$ cat config.mk
export PLATFORM = sky130hd
export DESIGN_NAME = disk_request_track_sorter
export DESIGN_NICKNAME = d
export VERILOG_FILES = /design/src/rtl/core/dtrs_pkg.sv /design/src/rtl/core/dtrs_ram.sv /design/src/rtl/core/disk_request_track_sorter.sv
export SDC_FILE = /design/constraint.sdc
export NUM_CORES = 2
export LEC_CHECK = 0
export BUFFER_PORTS_ARGS = -buffer_cell sky130_fd_sc_hd__buf_2
export CELL_PAD_IN_SITES_DETAIL_PLACEMENT = 0
export CELL_PAD_IN_SITES_GLOBAL_PLACEMENT = 1
export CORE_AREA = 2 2 564 426
export DETAILED_ROUTE_END_ITERATION = 10
export DIE_AREA = 0 0 566 428
export PLACE_DENSITY_LB_ADDON = 0.15
export SLEW_MARGIN = 5
export SYNTH_ARGS = -nofsm -noshare
export SYNTH_HDL_FRONTEND = slang
export SYNTH_SLANG_ARGS = --single-unit
$ cat constraint.sdc
create_clock -name clk_i -period 8.8 [get_ports clk_i]
set_input_delay 2.2 -clock clk_i [delete_from_list [all_inputs] [get_ports clk_i]]
set_output_delay 2.2 -clock clk_i [all_outputs]
set_load 0.02 [all_outputs]
$ cat src/rtl/core/dtrs_pkg.sv
// Shared constants and request record for the disk request track sorter.
package dtrs_pkg;

  localparam int unsigned QueueDepth = 64;
  localparam int unsigned AddrW      = $clog2(QueueDepth);
  localparam int unsigned CntW       = $clog2(QueueDepth + 1);

  localparam int unsigned TrackW  = 10;
  localparam int unsigned SurfW   = 3;
  localparam int unsigned RunW    = 5;
  localparam int unsigned SectW   = 6;
  localparam int unsigned TimeW   = 16;
  localparam int unsigned EntryW  = TrackW + SurfW + 1 + RunW + SectW + TimeW;
  localparam int unsigned TdataW  = ((EntryW + 7) / 8) * 8;
  localparam int unsigned RankW   = TrackW + AddrW;

  // Stored request, first field in the highest bits (track in the lowest bits)
  typedef struct packed {
    logic [TimeW-1:0]  created_at;
    logic [SectW-1:0]  start_sector;
    logic [RunW-1:0]   sector_run;
    logic              write_access;
    logic [SurfW-1:0]  surface;
    logic [TrackW-1:0] track;
  } req_t;

endpackage

$ cat src/rtl/core/dtrs_ram.sv
// Generic single-write, single-read synchronous RAM with registered read data.
module dtrs_ram #(
  parameter int unsigned Width = 8,
  parameter int unsigned Depth = 16
) (
  input  logic                     clk_i,
  input  logic                     we_i,
  input  logic [$clog2(Depth)-1:0] waddr_i,
  input  logic [Width-1:0]         wdata_i,
  input  logic [$clog2(Depth)-1:0] raddr_i,
  output logic [Width-1:0]         rdata_o
);

  logic [Width-1:0] mem_q [Depth];

  // Write and registered read
  always_ff @(posedge clk_i) begin
    if (we_i) begin
      mem_q[waddr_i] <= wdata_i;
    end
    rdata_o <= mem_q[raddr_i];
  end

endmodule

$ cat src/rtl/core/disk_request_track_sorter.sv
// Top level: batch loader and elevator-order emitter for disk requests.
//
// Requests enter on the s_axis channel, one transfer per cycle while loading.
// The transfer with tlast set closes the batch. Up to 64 requests are kept in
// a request RAM; later ones of the same batch are dropped and the batch's
// results then carry tuser = 1 (overflow).
// After the closing transfer the block emits the batch on m_axis sorted by
// track: descending when direction is 0, ascending when 1; equal tracks keep
// arrival order. m_axis tlast marks the final result.
// Each result is found by one full pass over the stored requests (one read per
// cycle, read data registered in the RAM); the single RAM read port limits how
// fast a batch drains. s_axis is not ready while a batch drains.
// A stalled receiver holds the output register and pauses the next emit.
// Reset empties the batch, clears the overflow mark, sets direction to 0 and
// drops any pending result; RAM contents are left as they are.
// The user writes direction through cfg_we_i / cfg_wdata_i only while the block idles (not enforced).
module disk_request_track_sorter (
  input  logic                        clk_i,
  input  logic                        rst_ni,
  input  logic                        cfg_we_i,
  input  logic                        cfg_wdata_i,    // direction
  input  logic                        s_axis_tvalid,
  output logic                        s_axis_tready,
  // track, surface, write_access, sector_run, start_sector, created_at
  input  logic [dtrs_pkg::TdataW-1:0] s_axis_tdata,
  input  logic                        s_axis_tlast,   // batch_end
  output logic                        m_axis_tvalid,
  input  logic                        m_axis_tready,
  // out_track, out_surface, out_write_access, out_sector_run,
  // out_start_sector, out_created_at
  output logic [dtrs_pkg::TdataW-1:0] m_axis_tdata,
  output logic                        m_axis_tlast,   // out_last
  output logic                        m_axis_tuser    // batch_overflow
);

  typedef enum logic [1:0] {
    StLoad,
    StScan,
    StEmit
  } state_e;

  state_e                        state_q, state_d;
  logic                          dir_q;
  logic [dtrs_pkg::CntW-1:0]     count_q, count_d;
  logic                          drop_q, drop_d;
  logic [dtrs_pkg::CntW-1:0]     scan_q, scan_d;
  logic [dtrs_pkg::CntW-1:0]     emit_cnt_q, emit_cnt_d;
  logic                          pv_q, pv_d;
  logic [dtrs_pkg::AddrW-1:0]    pidx_q, pidx_d;
  logic                          best_v_q, best_v_d;
  logic [dtrs_pkg::RankW-1:0]    best_rank_q, best_rank_d;
  dtrs_pkg::req_t                best_q, best_d;
  logic                          have_last_q, have_last_d;
  logic [dtrs_pkg::RankW-1:0]    last_rank_q, last_rank_d;
  logic                          ov_q, ov_d;
  dtrs_pkg::req_t                out_q, out_d;
  logic                          olast_q, olast_d;
  logic                          oflow_q, oflow_d;

  logic                          in_xfer;
  logic                          out_xfer;
  logic                          ram_we;
  logic [dtrs_pkg::AddrW-1:0]    ram_raddr;
  logic [dtrs_pkg::EntryW-1:0]   ram_rdata;
  dtrs_pkg::req_t                rd_req;
  logic [dtrs_pkg::TrackW-1:0]   rd_key;
  logic [dtrs_pkg::RankW-1:0]    cand_rank;
  logic                          room;

  assign in_xfer       = s_axis_tvalid && s_axis_tready;
  assign out_xfer      = ov_q && m_axis_tready;
  assign s_axis_tready = (state_q == StLoad);
  assign room          = (count_q < dtrs_pkg::CntW'(dtrs_pkg::QueueDepth));
  assign ram_we        = in_xfer && room;
  assign ram_raddr     = scan_q[dtrs_pkg::AddrW-1:0];
  assign rd_req        = dtrs_pkg::req_t'(ram_rdata);
  assign rd_key        = dir_q ? rd_req.track : ~rd_req.track;
  assign cand_rank     = {rd_key, pidx_q};

  dtrs_ram #(
    .Width (dtrs_pkg::EntryW),
    .Depth (dtrs_pkg::QueueDepth)
  ) u_ram (
    .clk_i   (clk_i),
    .we_i    (ram_we),
    .waddr_i (count_q[dtrs_pkg::AddrW-1:0]),
    .wdata_i (s_axis_tdata[dtrs_pkg::EntryW-1:0]),
    .raddr_i (ram_raddr),
    .rdata_o (ram_rdata)
  );

  // Sequence load, scan and emit
  always_comb begin
    state_d     = state_q;
    count_d     = count_q;
    drop_d      = drop_q;
    scan_d      = scan_q;
    emit_cnt_d  = emit_cnt_q;
    pv_d        = 1'b0;
    pidx_d      = pidx_q;
    best_v_d    = best_v_q;
    best_rank_d = best_rank_q;
    best_d      = best_q;
    have_last_d = have_last_q;
    last_rank_d = last_rank_q;
    ov_d        = ov_q && !out_xfer;
    out_d       = out_q;
    olast_d     = olast_q;
    oflow_d     = oflow_q;
    unique case (state_q)
      StLoad: begin
        if (in_xfer) begin
          if (room) begin
            count_d = count_q + 1'b1;
          end else begin
            drop_d = 1'b1;
          end
          if (s_axis_tlast) begin
            state_d     = StScan;
            scan_d      = '0;
            emit_cnt_d  = '0;
            have_last_d = 1'b0;
            best_v_d    = 1'b0;
          end
        end
      end
      StScan: begin
        // Issue one read per cycle, compare the data in the following cycle
        if (scan_q < count_q) begin
          pv_d   = 1'b1;
          pidx_d = scan_q[dtrs_pkg::AddrW-1:0];
          scan_d = scan_q + 1'b1;
        end else if (!pv_q) begin
          state_d = StEmit;
        end
        if (pv_q && (!have_last_q || cand_rank > last_rank_q) &&
            (!best_v_q || cand_rank < best_rank_q)) begin
          best_v_d    = 1'b1;
          best_rank_d = cand_rank;
          best_d      = rd_req;
        end
      end
      StEmit: begin
        if (!ov_q || out_xfer) begin
          ov_d        = 1'b1;
          out_d       = best_q;
          olast_d     = (emit_cnt_q + 1'b1 == count_q);
          oflow_d     = drop_q;
          emit_cnt_d  = emit_cnt_q + 1'b1;
          have_last_d = 1'b1;
          last_rank_d = best_rank_q;
          best_v_d    = 1'b0;
          scan_d      = '0;
          if (emit_cnt_q + 1'b1 == count_q) begin
            state_d = StLoad;
            count_d = '0;
            drop_d  = 1'b0;
          end else begin
            state_d = StScan;
          end
        end
      end
      default: state_d = StLoad;
    endcase
  end

  // Hold state and registered outputs
  always_ff @(posedge clk_i or negedge rst_ni) begin
    if (!rst_ni) begin
      state_q     <= StLoad;
      dir_q       <= 1'b0;
      count_q     <= '0;
      drop_q      <= 1'b0;
      scan_q      <= '0;
      emit_cnt_q  <= '0;
      pv_q        <= 1'b0;
      best_v_q    <= 1'b0;
      have_last_q <= 1'b0;
      ov_q        <= 1'b0;
    end else begin
      state_q     <= state_d;
      if (cfg_we_i) begin
        dir_q <= cfg_wdata_i;
      end
      count_q     <= count_d;
      drop_q      <= drop_d;
      scan_q      <= scan_d;
      emit_cnt_q  <= emit_cnt_d;
      pv_q        <= pv_d;
      best_v_q    <= best_v_d;
      have_last_q <= have_last_d;
      ov_q        <= ov_d;
    end
  end

  // Payload registers
  always_ff @(posedge clk_i) begin
    pidx_q      <= pidx_d;
    best_rank_q <= best_rank_d;
    best_q      <= best_d;
    last_rank_q <= last_rank_d;
    out_q       <= out_d;
    olast_q     <= olast_d;
    oflow_q     <= oflow_d;
  end

  assign m_axis_tvalid = ov_q;
  assign m_axis_tdata  = dtrs_pkg::TdataW'(out_q);
  assign m_axis_tlast  = olast_q;
  assign m_axis_tuser  = oflow_q;

  // Fill never passes the queue depth
  a_count_bound: assert property (@(posedge clk_i) disable iff (!rst_ni)
    count_q <= dtrs_pkg::CntW'(dtrs_pkg::QueueDepth))
    else $error("entry count above queue depth");

  // A draining batch is never empty
  a_scan_nonempty: assert property (@(posedge clk_i) disable iff (!rst_ni)
    (state_q != StLoad) |-> (count_q != '0))
    else $error("draining an empty batch");

  // Emitted count stays within the batch
  a_emit_bound: assert property (@(posedge clk_i) disable iff (!rst_ni)
    (state_q != StLoad) |-> (emit_cnt_q < count_q))
    else $error("emitted more results than stored");

  // An emit always finds a candidate
  a_emit_found: assert property (@(posedge clk_i) disable iff (!rst_ni)
    (state_q == StEmit) |-> best_v_q)
    else $error("emit without a selected entry");

endmodule
# [After elaboration in Yosys (flattened, before gate mapping)]
# Memory sizes are Yosys's and may differ from the RTL's. A register that Yosys moved wholly into a read port is not among the register bits.
# Cells that the tools add are included.
[totals] wordCells=112 ff_bits=151 mem_bits_rw=2624 output_inout_bits=52 latch_bits=0 mem_bits_ro=0 memories=1
[op_classes] reduce_logical=25 div_mod_pow=0 shifts=0 order_cmp=4 add_sub_neg=3 n_eq_ne=13 bitwise=1 n_mux=38 n_mul=0
[memory_table] memory="u_ram.mem_q" depth=64 word_bits=41 rd=1 rd_clocked_by_memory_dff=1 write_ports=1 line_no="dtrs_ram.sv:14" text="logic [Width-1:0] mem_q [Depth];"
[ops] operator="7-bit 2-to-1 mux" n=9
[ops] operator="7-bit one-hot mux with 2 select lines" n=2
[ops] operator="5-bit AND reduction" n=5
[ops] operator="7-bit by 1-bit adder with 7-bit output (second input constant)" n=3
[ops] operator="7-bit one-hot mux with 3 select lines" n=1
[ops] operator="16-bit greater-than comparator" n=1
[ops] operator="16-bit < comparator" n=1
[ops] operator="1-bit 2-to-1 mux" n=16
[ops] operator="2-bit inequality test (second input constant)" n=7
[ops] operator="10-bit 2-to-1 mux" n=1
[ops] operator="2-bit 2-to-1 mux" n=5
[ops] operator="10-bit NOT" n=1
[ops] operator="7-bit == test" n=1
[ops] operator="7-bit < comparator" n=1
[ops] operator="7-bit < comparator (second input constant)" n=1
[ops] operator="1-bit logical AND" n=6
[ops] operator="2-bit by 1-bit inequality test with 1-bit output (second input constant)" n=3
[ops] operator="2-bit one-hot mux with 3 select lines" n=1
[ops] operator="2-bit AND reduction" n=3
[ops] operator="1-bit logical NOT" n=4
[ops] operator="1-bit one-hot mux with 2 select lines" n=2
[ops] operator="4-bit AND reduction" n=1
[ops] operator="1-bit logical OR" n=3
[ops] operator="1-bit one-hot mux with 3 select lines" n=1
[ops] operator="5 further kinds" n=5

# [Logic depth before layout (Yosys ltp)]
[depth] word_depth=8 mapped_depth=9 ltp_nobuf=8

# [Cells and area by module]
# From an unflattened synthesis, not the netlist that was laid out.
[unflattened] cells_unflattened=4654 hier_area_um2=106445.8
[by_module_without_submodules] mod="dtrs_ram" n_inst=1 area_each_um2=100108.5 seq_area_each_um2=79616.4 cells_per_inst=4226
[by_module_without_submodules] mod="disk_request_track_sorter" n_inst=1 area_each_um2=6337.3 seq_area_each_um2=4389.2 cells_per_inst=428

# [Worst setup path after synthesis]
# Ideal clock, no wire load.
[synth_timing] path_kind="register -> register" from="register dir_q" to="register best_q[0] (netlist bit) (enable)" setup_slack_ps=1787 setup_time_ps=574 path_buffers=1 t_arrival_ps=6439 synth_period_minus_slack_ps=7013 path_stages_with_launch=10 cell_sequence="dfrtp_1 -> clkbuf_1 -> xnor2_1 -> ha_1 -> nand2_1 -> nor2_1 -> nor4b_1 -> a221o_1 -> o2111ai_1 -> a311oi_1"
[synth_via] elab_chain_cells=6 word_cells_on_any_way=8 classes_between="order compare (2); mux (1); reduce/logical (5)"
[synth_rtl] element="from (decl)" line_no="disk_request_track_sorter.sv:43" text="logic dir_q;"
[synth_rtl] element="from (signal assigned)" line_no="disk_request_track_sorter.sv:183" text="dir_q <= cfg_wdata_i;"
[synth_rtl] element="10-bit 2-to-1 mux (*)" line_no="disk_request_track_sorter.sv:77" text="assign rd_key = dir_q ? rd_req.track : ~rd_req.track;"
[synth_rtl] element="via rd_key (one bit)" line_no="disk_request_track_sorter.sv:66" text="logic [dtrs_pkg::TrackW-1:0] rd_key;"
[synth_rtl] element="16-bit greater-than comparator" line_no="disk_request_track_sorter.sv:136" text="if (pv_q && (!have_last_q || cand_rank > last_rank_q) &&"
[synth_rtl] element="1-bit logical OR" line_no="disk_request_track_sorter.sv:136"
[synth_rtl] element="1-bit logical AND" line_no="disk_request_track_sorter.sv:136"
[synth_rtl] element="1-bit logical AND (*)" line_no="disk_request_track_sorter.sv:136"
[synth_rtl] element="2-bit AND reduction (no source line) (*)"
[synth_rtl] element="to (signal assigned)" line_no="disk_request_track_sorter.sv:200" text="best_q <= best_d;"
[synth_rtl] element="to (decl)" line_no="disk_request_track_sorter.sv:52" text="dtrs_pkg::req_t best_q, best_d;"
# The timed path passes the listed nets; every way through them passes the cells marked *.
# A chain may end at the register's enable or synchronous reset.

# [Worst setup path in the final report]
[layout_timing] from="input s_axis_tvalid" to="memory u_ram.mem_q[21][26] (netlist bit) (enable)"
[layout_via] elab_chain_cells=4
[layout_rtl] element="from (decl)" line_no="disk_request_track_sorter.sv:22" text="input logic s_axis_tvalid,"
[layout_rtl] element="1-bit logical AND" line_no="disk_request_track_sorter.sv:70" text="assign in_xfer = s_axis_tvalid && s_axis_tready;"
[layout_rtl] element="1-bit logical AND" line_no="disk_request_track_sorter.sv:74" text="assign ram_we = in_xfer && room;"
[layout_rtl] element="1-bit 2-to-1 mux" line_no="dtrs_ram.sv:18" text="if (we_i) begin"
[layout_rtl] element="1-bit 2-to-1 mux (implied by the code)" line_no="dtrs_ram.sv:19" text="mem_q[waddr_i] <= wdata_i;"
[layout_rtl] element="to (decl)" line_no="dtrs_ram.sv:14"
# Every way passes these cells.

==> flow_metrics.py <==
metrics = {
    "timing": {
        "fin_crit_sh": 0.6021,
        "tightest_slew_ns": 1.298,
        "setup_viol": 0,
        "final_hold_viol_count": 0,
        "clock.fmax_ghz": 0.1887,
        "fin_crit_ns": 5.299,
        "timing.final.ws_setup_ns": 3.501,
        "max_slew_margin": 0.1348,
        "skew_ns": 0.06536,
        "tns_ns": 0,
        "drv_slew": 0,
        "rsz0062_at_grt": "no",
    },
    "min_path": {
        "hold_path.class": "reg2reg",
        "min_delay_worst_endpoint": "best_q[33]",
        "worstHoldStart": "u_ram.rdata_o[33]",
        "hold_depth": 0,
    },
    "run": {
        "maxCapViolations": 0,
    },
    "critical_path": {
        "worstPathCellList": "buf_2, nand2_1, nor2_1, nand3_1, nor2_4, buf_4",
        "end_kind": "flip-flop",
        "reg2reg_slack_ns": 4.26,
        "slowest_delay_ns": 1.16,
        "crit_required_ns": 9.26,
        "reg2reg_from": "state_q[1]",
        "crit_type": "in2reg",
        "critPathMaxFanout": 23,
        "r2r_end": "u_ram.mem_q[21][26]",
        "cp_slowest_cell": "nor2_4",
        "r2r_cells": 6,
        "cp-start-kind": "input port",
        "crit_arrival_ns": 5.76,
    },
    "power_and_ir_drop": {
        "power_frac_clock": 0.322,
        "power_density_nw_per_um2": 301.6,
        "seq_power_share": 0.437,
        "net-switching-power_mw": 10.39,
        "switching_share": 0.2881,
        "power_mw": 36.06,
        "peakVddDrop_mv": 0.2423,
        "power_leakage_nw": 36.98,
        "power_frac_comb": 0.241,
        "p_int_mw": 25.67,
    },
    "run_status": {
        "status": "completed",
    },
    "synthesis": {
        "syn_inst": 4611,
        "ys_types": 57,
        "synth_area_um2": 105900,
        "ys_ff_latch": 2816,
        "postSynthAreaPerCell_um2": 22.97,
        "synth_top_area_share": 0.7785,
        "ys.flop_type": "edfxtp_1",
        "synth.top_cells.by_count": "edfxtp_1 (2746), mux4_2 (654), a22oi_1 (153)",
        "synth-seq-area-share": 0.7931,
        "async_flop_share": 0.01030,
        "ys_warn_count": 0,
        "synth_edf_count": 2746,
        "yosys-top-cells-area": "edfxtp_1 (78%), mux4_2 (14%), a22oi_1 (1.1%), dfxtp_1 (0.77%), dfrtp_1 (0.69%)",
        "synth_most_common_cell": "edfxtp_1",
        "yosysTopAreaCell": "edfxtp_1",
    },
    "finish": {
        "fin_nets": 4967,
        "final_cells": 8227,
        "synthToLayoutAreaGrowth_pct": 12.87,
        "fin_area_um2": 119500,
        "layout-drive-gt1-share": 0.2635,
    },
    "clock_tree": {
        "clkSinkCount": 2816,
        "postCtsHoldBufs": 0,
        "cts_max_level": 5,
        "cts_root_buffer": "clkbuf_16",
        "cts_made_buffers": 284,
        "path_clk_slew_ns": 0.06,
        "clk_latency_ns": 0.88,
        "cts_resized": 0,
        "post_cts.repair.setup_buffers": 0,
        "cts_tree": "built",
        "cts_buffer_depth": 4,
    },
    "detailed_routing": {
        "wirelength_um": 271800,
        "wl_per_cell_um": 33.03,
        "detail-route-antenna-nets": 0,
        "first_pass_iters": 7,
        "viasPerCell": 6.048,
        "drc_errors": 0,
        "drt_iter0_drc": 5460,
        "num_vias": 49750,
    },
    "die": {
        "die_x_um": 566,
        "ios": 107,
        "initial_core_util": 0.4473,
        "core_area_um2": 236800,
        "rows": 155,
        "die_h_um": 428,
        "dieArea_um2": 242200,
    },
    "global_route": {
        "grt_start_max_net_pins": 123,
        "grt_pass1_vias": 49870,
        "grt_overflow": 0,
        "track_usage": 0.2232,
        "antenna_found_initial": 3,
        "grt_pass1_wl_um": 384700,
    },
    "placed_design": {
        "place.gp.congestion": 0.7506,
        "dp_slack_ns": 2.567,
        "port_buffers": 92,
        "place_hpwl_um": 143900,
        "place_area_um2": 110800,
        "dp_cells": 7726,
    },
}
stage by stage:
stage,hold slack (ns),utilization
2_1_floorplan,0.3855,-
3_3_place_gp,0.3855,0.4678
3_5_place_dp,0.3887,0.4678
4_1_cts,0.4034,0.5048
5_1_grt,0.4071,0.5048
6_report,0.4027,0.5049
sequential cells by signal, summed over array words and instances, names as in the netlist:
signal / count
u_ram.mem_q: 2624
dir_q: 1
best_v_q: 1
state_q: 2
pv_q: 1
have_last_q: 1
last_rank_q: 16
pidx_q: 6
scan_q: 7
best_rank_q: 16
m_axis_tuser: 1
m_axis_tlast: 1
m_axis_tvalid: 1
u_ram.rdata_o: 41
count_q: 7
best_q: 41
drop_q: 1
m_axis_tdata: 41
emit_cnt_q: 7
how the worst max path moves through the flow:
stage | slack [ns] | end | startpoint | cells past startpoint
floorplan | 1.79 | best_q[0] | dir_q | 9
detailed placement | 2.57 | u_ram.mem_q[21][39] | s_axis_tvalid | 6
global placement | 2.68 | u_ram.mem_q[21][39] | s_axis_tvalid | 6
global route | 3.45 | u_ram.mem_q[21][26] | s_axis_tvalid | 6
CTS | 3.46 | u_ram.mem_q[21][39] | s_axis_tvalid | 6
finish | 3.50 | u_ram.mem_q[21][26] | s_axis_tvalid | 6
metal layers:
layer | up-vias | track usage | routed length [um]
met5 | - | 0 | 13
met1 | 27260 | 0.3449 | 124900
met2 | 1842 | 0.3352 | 123900
met4 | 2 | 0.05105 | 5524
li1 | 20310 | - | -
met3 | 337 | 0.03550 | 17390
cells in the final DEF (no fill, tap or decap), types with 4 or more instances in the layout:
master / n
a211oi_1: 4
a21o_1: 7
a21oi_1: 95
a221oi_1: 81
a22o_1: 82
a22oi_1: 153
a31oi_1: 4
and3_1: 5
buf_12: 10
buf_2: 92
buf_4: 125
bufinv_16: 16
clkbuf_1: 69
clkbuf_16: 293
clkbuf_8: 9
clkinv_1: 54
clkinv_2: 46
clkinv_8: 4
conb_1: 7
dfrtp_1: 27
dfxtp_1: 41
edfxtp_1: 2746
ha_1: 40
inv_1: 40
inv_6: 4
mux2_2: 4
mux2i_1: 11
mux4_2: 654
nand2_1: 41
nand2b_1: 8
nand3_1: 21
nand4_1: 6
nor2_1: 68
nor2_4: 65
nor2b_1: 5
o21ai_0: 27
o21ai_1: 4
o221ai_1: 39
xnor2_1: 18
xor2_1: 8
cell families after synthesis:
logic type | count (synthesis) | share of synthesized area
buffers and inverters | 299 | 0.01321
AOI/OAI and AO/OA | 517 | 0.03621
DFF | 2816 | 0.7931
other | 1 | 0.00003540
xor gates and xnor gates | 26 | 0.002150
and+or+nand+nor | 243 | 0.01003
adders and majority gates | 40 | 0.004725
muxes | 669 | 0.1405
area by class of cell:
type,instances,area [um^2]
Fill cell,18640,117200
Sequential cell,2816,84010
Multi-Input combinational cell,1502,21070
Clock buffer,371,7715
Tap cell,3140,3929
Timing Repair Buffer,227,1599
Clock inverter,129,1066
Inverter,41,156.4
Antenna cell,1,2.502
worst max-delay path, delay by kind of cell:
kind | cells | cell delay, ns
and+or+nand+nor | 4 | 2.77
buffers and inverters | 2 | 0.67
power groups by stage:
stage	combinational [mW]	sequential (mW)	clock, mW
global route	9.29	15.8	12.4
CTS	8.87	15.8	11.9
global placement	8.83	16.0	0
finish	8.68	15.7	11.6
floorplan	6.00	15.8	0
detailed placement	8.84	16.0	0
(Power assumes the default switching activity.)
